**src/hw/rtl/hvd_pkg.sv**
```systemverilog
// Shared types, constants and tables of the haversine distance pipeline.
`timescale 1ns / 1ps
`default_nettype none

package hvd_pkg;

  // Default parameter values.
  localparam int TRIG_ITER_DEF  = 24;
  localparam int ANGLE_FRAC_DEF = 22;

  // Field widths.
  localparam int LAT_W      = 30;
  localparam int LON_W      = 31;
  localparam int DIST_W     = 32;
  localparam int RAD_W      = 16;
  localparam int CFG_IDX_W  = 2;
  localparam int CFG_DATA_W = 31;

  // Register indexes of the configuration port.
  localparam logic [CFG_IDX_W-1:0] REG_CORE_LAT = 2'd0;
  localparam logic [CFG_IDX_W-1:0] REG_CORE_LON = 2'd1;
  localparam logic [CFG_IDX_W-1:0] REG_RADIUS   = 2'd2;

  localparam logic [RAD_W-1:0] RADIUS_RESET = 16'd6371;

  // Internal number formats: angles and trig values in unsigned Q30.
  localparam int ANG_W = 31;
  localparam int Q30_W = 31;
  localparam int XY_W  = 34;
  localparam int Z_W   = 33;

  localparam logic [26:0] DEG2RAD_Q32 = 27'd74961321;
  localparam logic signed [XY_W-1:0] INV_GAIN = 34'sd652032875;
  localparam logic [Q30_W-1:0] Q30_ONE = 31'h4000_0000;

  // Square root: one root bit per stage, root of a Q60 value.
  localparam int SQRT_STEPS = 31;
  localparam int REM_W      = 62;

  typedef logic [ANG_W-1:0] ang_t;
  typedef logic [Q30_W-1:0] q30_t;

  // Angles for the four trig lanes.
  typedef struct packed {
    ang_t dlat_h;
    ang_t dlon_h;
    ang_t clat;
    ang_t tlat;
  } ang4_t;

  // Clamped trig results.
  typedef struct packed {
    q30_t s1;
    q30_t s2;
    q30_t c1;
    q30_t c2;
  } trig4_t;

  // Haversine value and its complement.
  typedef struct packed {
    q30_t f;
    q30_t g;
    logic zero;
  } hav_t;

  // Square roots that feed the arc tangent.
  typedef struct packed {
    q30_t sq;
    q30_t cq;
    logic zero;
  } root_t;

  // Arc tangent of 2^-k in Q30 radians.
  function automatic logic signed [Z_W-1:0] atan_q30(input logic [4:0] k);
    logic signed [Z_W-1:0] a;
    case (k)
      5'd0:  a = 33'sd843314856;
      5'd1:  a = 33'sd497837829;
      5'd2:  a = 33'sd263043836;
      5'd3:  a = 33'sd133525158;
      5'd4:  a = 33'sd67021686;
      5'd5:  a = 33'sd33543515;
      5'd6:  a = 33'sd16775850;
      5'd7:  a = 33'sd8388437;
      5'd8:  a = 33'sd4194282;
      5'd9:  a = 33'sd2097149;
      5'd10: a = 33'sd1048575;
      5'd11: a = 33'sd524287;
      5'd12: a = 33'sd262143;
      5'd13: a = 33'sd131071;
      5'd14: a = 33'sd65535;
      5'd15: a = 33'sd32767;
      5'd16: a = 33'sd16383;
      5'd17: a = 33'sd8191;
      5'd18: a = 33'sd4095;
      5'd19: a = 33'sd2047;
      5'd20: a = 33'sd1023;
      5'd21: a = 33'sd511;
      5'd22: a = 33'sd255;
      5'd23: a = 33'sd127;
      5'd24: a = 33'sd63;
      5'd25: a = 33'sd31;
      5'd26: a = 33'sd15;
      5'd27: a = 33'sd7;
      5'd28: a = 33'sd3;
      5'd29: a = 33'sd1;
      default: a = '0;
    endcase
    return a;
  endfunction

endpackage

`default_nettype wire

```
**src/hw/rtl/hvd_prep.sv**
```systemverilog
// Angle preparation: saturation, differences and conversion to Q30 radians.
`timescale 1ns / 1ps
`default_nettype none

module hvd_prep #(
  parameter int ANGLE_FRAC_BITS = hvd_pkg::ANGLE_FRAC_DEF
) (
  input  wire logic                            clk,
  input  wire logic                            rst_n,
  input  wire logic signed [hvd_pkg::LAT_W-1:0] core_lat,
  input  wire logic signed [hvd_pkg::LON_W-1:0] core_lon,
  input  wire logic                            in_valid,
  output logic                                 in_ready,
  input  wire logic signed [hvd_pkg::LAT_W-1:0] in_lat,
  input  wire logic signed [hvd_pkg::LON_W-1:0] in_lon,
  output logic                                 out_valid,
  input  wire logic                            out_ready,
  output hvd_pkg::ang4_t                       out_data
);

  localparam int N = 3;
  localparam logic signed [33:0] LAT_LIM = 34'sd90 <<< ANGLE_FRAC_BITS;
  localparam logic signed [33:0] LON_LIM = 34'sd180 <<< ANGLE_FRAC_BITS;
  localparam logic signed [33:0] FULL    = 34'sd360 <<< ANGLE_FRAC_BITS;
  localparam int SH_HALF = ANGLE_FRAC_BITS + 3;
  localparam int SH_FULL = ANGLE_FRAC_BITS + 2;
  localparam logic [58:0] RND_HALF = 59'(1) << (SH_HALF - 1);
  localparam logic [58:0] RND_FULL = 59'(1) << (SH_FULL - 1);

  logic [N-1:0] v_r;
  logic         en;

  assign en        = !v_r[N-1] || out_ready;
  assign in_ready  = en;
  assign out_valid = v_r[N-1];

  // Valid bits travel with the data.
  always_ff @(posedge clk) begin
    if (!rst_n) begin
      v_r <= '0;
    end else if (en) begin
      v_r <= {v_r[N-2:0], in_valid};
    end
  end

  function automatic logic signed [33:0] sat(input logic signed [33:0] v,
                                             input logic signed [33:0] lim);
    logic signed [33:0] r;
    if (v > lim) r = lim;
    else if (v < -lim) r = -lim;
    else r = v;
    return r;
  endfunction

  function automatic logic [31:0] mag(input logic signed [33:0] v);
    logic signed [33:0] a;
    a = (v < 0) ? -v : v;
    return a[31:0];
  endfunction

  // Stage 0: saturate, take differences and magnitudes, wrap the longitude.
  logic signed [33:0] tlat, tlon, clat, clon, dlon_a;
  logic [31:0]        dlat_m, dlon_m, clat_m, tlat_m;

  always_comb begin
    tlat   = sat(34'(in_lat), LAT_LIM);
    tlon   = sat(34'(in_lon), LON_LIM);
    clat   = sat(34'(core_lat), LAT_LIM);
    clon   = sat(34'(core_lon), LON_LIM);
    dlat_m = mag(tlat - clat);
    dlon_a = 34'(mag(tlon - clon));
    if (dlon_a > LON_LIM) dlon_a = FULL - dlon_a;
    dlon_m = dlon_a[31:0];
    clat_m = mag(clat);
    tlat_m = mag(tlat);
  end

  logic [31:0] m_r [4];
  logic [58:0] p_r [4];
  hvd_pkg::ang4_t a_r;

  always_ff @(posedge clk) begin
    if (en) begin
      m_r[0] <= dlat_m;
      m_r[1] <= dlon_m;
      m_r[2] <= clat_m;
      m_r[3] <= tlat_m;
    end
  end

  // Stage 1: multiply by pi/180 in Q32.
  always_ff @(posedge clk) begin
    if (en) begin
      for (int l = 0; l < 4; l++) begin
        p_r[l] <= 59'(m_r[l]) * 59'(hvd_pkg::DEG2RAD_Q32);
      end
    end
  end

  // Stage 2: round half up to Q30; half angles take one more bit of shift.
  logic [58:0] r0, r1, r2, r3;
  always_comb begin
    r0 = (p_r[0] + RND_HALF) >> SH_HALF;
    r1 = (p_r[1] + RND_HALF) >> SH_HALF;
    r2 = (p_r[2] + RND_FULL) >> SH_FULL;
    r3 = (p_r[3] + RND_FULL) >> SH_FULL;
  end

  always_ff @(posedge clk) begin
    if (en) begin
      a_r.dlat_h <= r0[hvd_pkg::ANG_W-1:0];
      a_r.dlon_h <= r1[hvd_pkg::ANG_W-1:0];
      a_r.clat   <= r2[hvd_pkg::ANG_W-1:0];
      a_r.tlat   <= r3[hvd_pkg::ANG_W-1:0];
    end
  end

  assign out_data = a_r;

endmodule

`default_nettype wire

```
**config.mk**
```make
export PLATFORM = sky130hd
export DESIGN_NAME = hvd_prep
export DESIGN_NICKNAME = d
export VERILOG_FILES = /design/src/hw/rtl/hvd_pkg.sv /design/src/hw/rtl/hvd_prep.sv
export SDC_FILE = /design/constraint.sdc
export NUM_CORES = 2
export LEC_CHECK = 0
export BUFFER_PORTS_ARGS = -buffer_cell sky130_fd_sc_hd__buf_4
export CAP_MARGIN = 20
export CORE_ASPECT_RATIO = 1.5
export CORE_MARGIN = 3
export CORE_UTILIZATION = 43
export CTS_BUF_LIST = sky130_fd_sc_hd__clkbuf_4
export DETAILED_ROUTE_END_ITERATION = 8
export PLACE_DENSITY = 0.69
export SKIP_LAST_GASP = 1
export SLEW_MARGIN = 10
export SYNTH_ARGS = -nofsm -noshare
export SYNTH_HDL_FRONTEND = slang
export SYNTH_SLANG_ARGS = --single-unit
export TNS_END_PERCENT = 20
```
**constraint.sdc**
```tcl
create_clock -name clk -period 16.6 [get_ports clk]
set_input_delay 3.32 -clock clk [delete_from_list [all_inputs] [get_ports clk]]
set_output_delay 3.32 -clock clk [all_outputs]
set_load 0.05 [all_outputs]
```
==> results.yml <==
sta:
  final.setup.tns_ns: 0
  rsz0062_at_grt: "no"
  setup_ws_ns: 6.26
  fin_crit_ns: 10.34
  fin_crit_sh_pct: 62.3
  slew_headroom_pct: 30.0
  max_freq_mhz: 96.7
  slew_violations: 0
  finalHoldViolCount: 0
  worst_pin_slew_ns: 1.04
  clock_skew_ns: 0.0878
  setup_violations: 0
yosys:
  ys_ff_latch: 383
  synth_ff_type: "edfxtp_1"
  yosysWarnings: 0
  synth_edf_count: 380
  netlist_area_um2: 77400
  synth_top_family_by_area: "adder cells"
  synth-seq-area-share_pct: 14.8
  synthAdderAreaFrac_pct: 57.8
  syn-mean-instance-area_um2: 10.6
  synth-simple-area-share_pct: 6.86
  synth_compound_area_share_pct: 5.93
  async_flop_share_pct: 0
  yosys-mux-area-fraction_pct: 0.129
  yosysUniqueCellTypes: 87
  synth-xor-area-share_pct: 4.61
  synthCells: 7285
drt:
  routed_wl_um: 213000
  vias_per_cell: 5.16
  wl_per_cell_um: 21.1
  postRouteAntennaNets: 0
  drtPass1Iterations: 7
  route.detailed.drc: 0
  num_vias: 52000
  first_iter_violations: 2360
floorplanning:
  die_w_um: 352
  start_util_pct: 43.3
  fp.dieH_um: 525
  die_area_um2: 185000
  io_pins: 252
  core_area_um2: 179000
  num_rows: 190
cells_and_area:
  nFillCells: 16700
  layout_common_cells: "1955 x inv_1, 1474 x fa_1, 1218 x ha_1"
  area_delta_synth_final_pct: 8.02
  layout-drive-gt1-share_pct: 6.00
  final_common_cell: "inv_1"
  fin_nets: 10400
  utilization_pct: 46.7
critical_path:
  crit_fanout: 24
  max_stage_delay_ns: 0.62
  startpoint_type: "input pin"
  crit_arrival_ns: 11.17
  worst_setup_path_end_kind: "flip-flop"
  path_class: "input pin to flip-flop"
  cp_num_buf_inv: 1
  path_cells: "buf_4, or4_1, or4_1, or3_1, or2_2, a21o_1, a31oi_1, or3b_1, nand2_1, nor2_1, ha_1, o21a_1, o211ai_1, a22oi_1, a31oi_1, o41ai_1, nor2_1, xnor2_1, or3_1, or2_2, or3_1, or4_1, o22ai_1"
  crit_family: "simple AND/OR/NAND/NOR gates"
  slowest_stage: "o41ai_1"
  required_ns: 17.43
clocking:
  cts_buffer_depth: 3
  cts_setup_buffers: 0
  cts_tree: "yes"
  holdBufCountCts: 0
  cts_resized: 0
  cts_buffers: 100
  cts_sinks: 383
  cts-root-buf: "clkbuf_4"
  clkTransAtPathRegs_ns: 0.07
  htreeDepth: 3
  clk_latency_ns: 1.07
global_routing:
  overflow: 0
  grt_pass1_wl_um: 331000
  grt_pass1_vias: 58900
  grt_antenna_before_repair: 2
  grt_use_total_pct: 23.5
  grt_max_degree: 159
run:
  maxCapViolCount: 0
placed_design:
  portBuffers: 251
  dp_hpwl_um: 189000
  gp_congestion: 0.985
  dp_slack_ns: 5.41
outcome:
  outcome: "complete, no violations"
hold_path:
  hold_path_class: "flip-flop to flip-flop"
[worst register-to-register path, stage by stage, from the launching register on]
cell,delay (ns)
edfxtp_1,0.87
fa_1,0.55
inv_1,0.08
fa_1,0.44
fa_1,0.52
fa_1,0.55
inv_1,0.07
fa_1,0.47
inv_1,0.05
fa_1,0.47
inv_1,0.05
fa_1,0.44
ha_1,0.33
nand4_1,0.13
a211oi_1,0.48
nand3_1,0.13
nor3_1,0.48
o211ai_1,0.31
a211oi_1,0.47
o21ai_0,0.25
a311oi_1,0.72
a211o_1,0.28
a21o_1,0.19
a21oi_1,0.11
o21bai_1,0.17
xor2_1,0.10
[metal layers]
layer / vias to the layer above / GRT usage [%] / routed length [um]
met5: - / 0 / 13
met3: 650 / 2.25 / 6500
met4: 2 / 17.4 / 18600
met2: 1341 / 45.0 / 116000
met1: 26200 / 23.4 / 72000
li1: 23800 / - / -
[flip-flops by register name, summed over array words and instances, names as in the netlist]
| name | flops |
|---|---|
| m_r | 128 |
| p_r | 128 |
| out_data | 124 |
| v_r | 3 |
[cell type report]
cell class	instances	area (um2)	share of cell area [%]
clock inverters	48	413	0.494
diodes	1	2.50	0.00299
repair buffers	268	2030	2.43
multi-input cells	4896	58300	69.8
well taps	2400	3000	3.59
flip-flops and latches	383	11500	13.7
clock buffers	127	953	1.14
inverters	1956	7340	8.79
[cell families (layout without fill, tap and decap cells)]
group	count (synthesis)	after routing
multiplexers	10	10
other	1	6
AO/OA/AOI/OAI	711	711
adder cells (fa/ha/maj)	2692	2692
flip-flops	383	383
buffers and inverters	2010	2399
AND/OR/NAND/NOR	1072	1072
XOR/XNOR	406	406
[stage by stage]
stage | cell area, um2 | cells | hold slack, ns
after floorplan | 77400 | 7289 | 0.434
after global placement | 82200 | 9902 | 0.460
after detailed placement | 82200 | 9902 | 0.461
after CTS | 83500 | 10100 | 0.471
after global routing | 83600 | 10100 | 0.514
final | 83600 | 10100 | 0.467
[cell usage after synthesis, types with 14 or more instances]
master | instances | area share, %
xnor2_1 | 282 | 3.2
a211oi_1 | 25 | 0.24
nand2b_1 | 32 | 0.26
clkbuf_1 | 44 | 0.21
o31ai_1 | 20 | 0.19
nor2_1 | 283 | 1.4
a21o_1 | 80 | 0.78
nor2b_1 | 42 | 0.34
o21bai_1 | 16 | 0.16
and2_1 | 47 | 0.38
and4_1 | 14 | 0.16
o21ai_0 | 147 | 0.95
or3_1 | 16 | 0.13
ha_1 | 1218 | 20
o211ai_1 | 17 | 0.16
nor4_1 | 25 | 0.20
and3_1 | 64 | 0.52
or2_2 | 16 | 0.13
nand4_1 | 46 | 0.37
a21oi_1 | 203 | 1.3
edfxtp_1 | 380 | 15
nand3_1 | 102 | 0.66
inv_1 | 1955 | 9.5
o21a_1 | 42 | 0.41
nand2_1 | 259 | 1.3
a31oi_1 | 37 | 0.30
fa_1 | 1474 | 38
nor3_1 | 76 | 0.49
xor2_1 | 123 | 1.4
[path summary, 6_finish.rpt]
path	start	end	slack [ns]	depth (start not counted)
worst min-delay path	v_r[1]$_SDFFE_PN0P_	v_r[2]$_SDFFE_PN0P_	0.47	2
worst max-delay path	in_lat[6]	m_r[0][30]$_DFFE_PP_	6.26	23
worst max register to register	m_r[0][8]$_DFFE_PP_	p_r[0][52]$_DFFE_PP_	7.62	25
worst min register to register	v_r[1]$_SDFFE_PN0P_	v_r[2]$_SDFFE_PN0P_	0.47	2
Power is not shown: default switching activity piles up to over one toggle a cycle in this logic, so the estimate is an artifact.
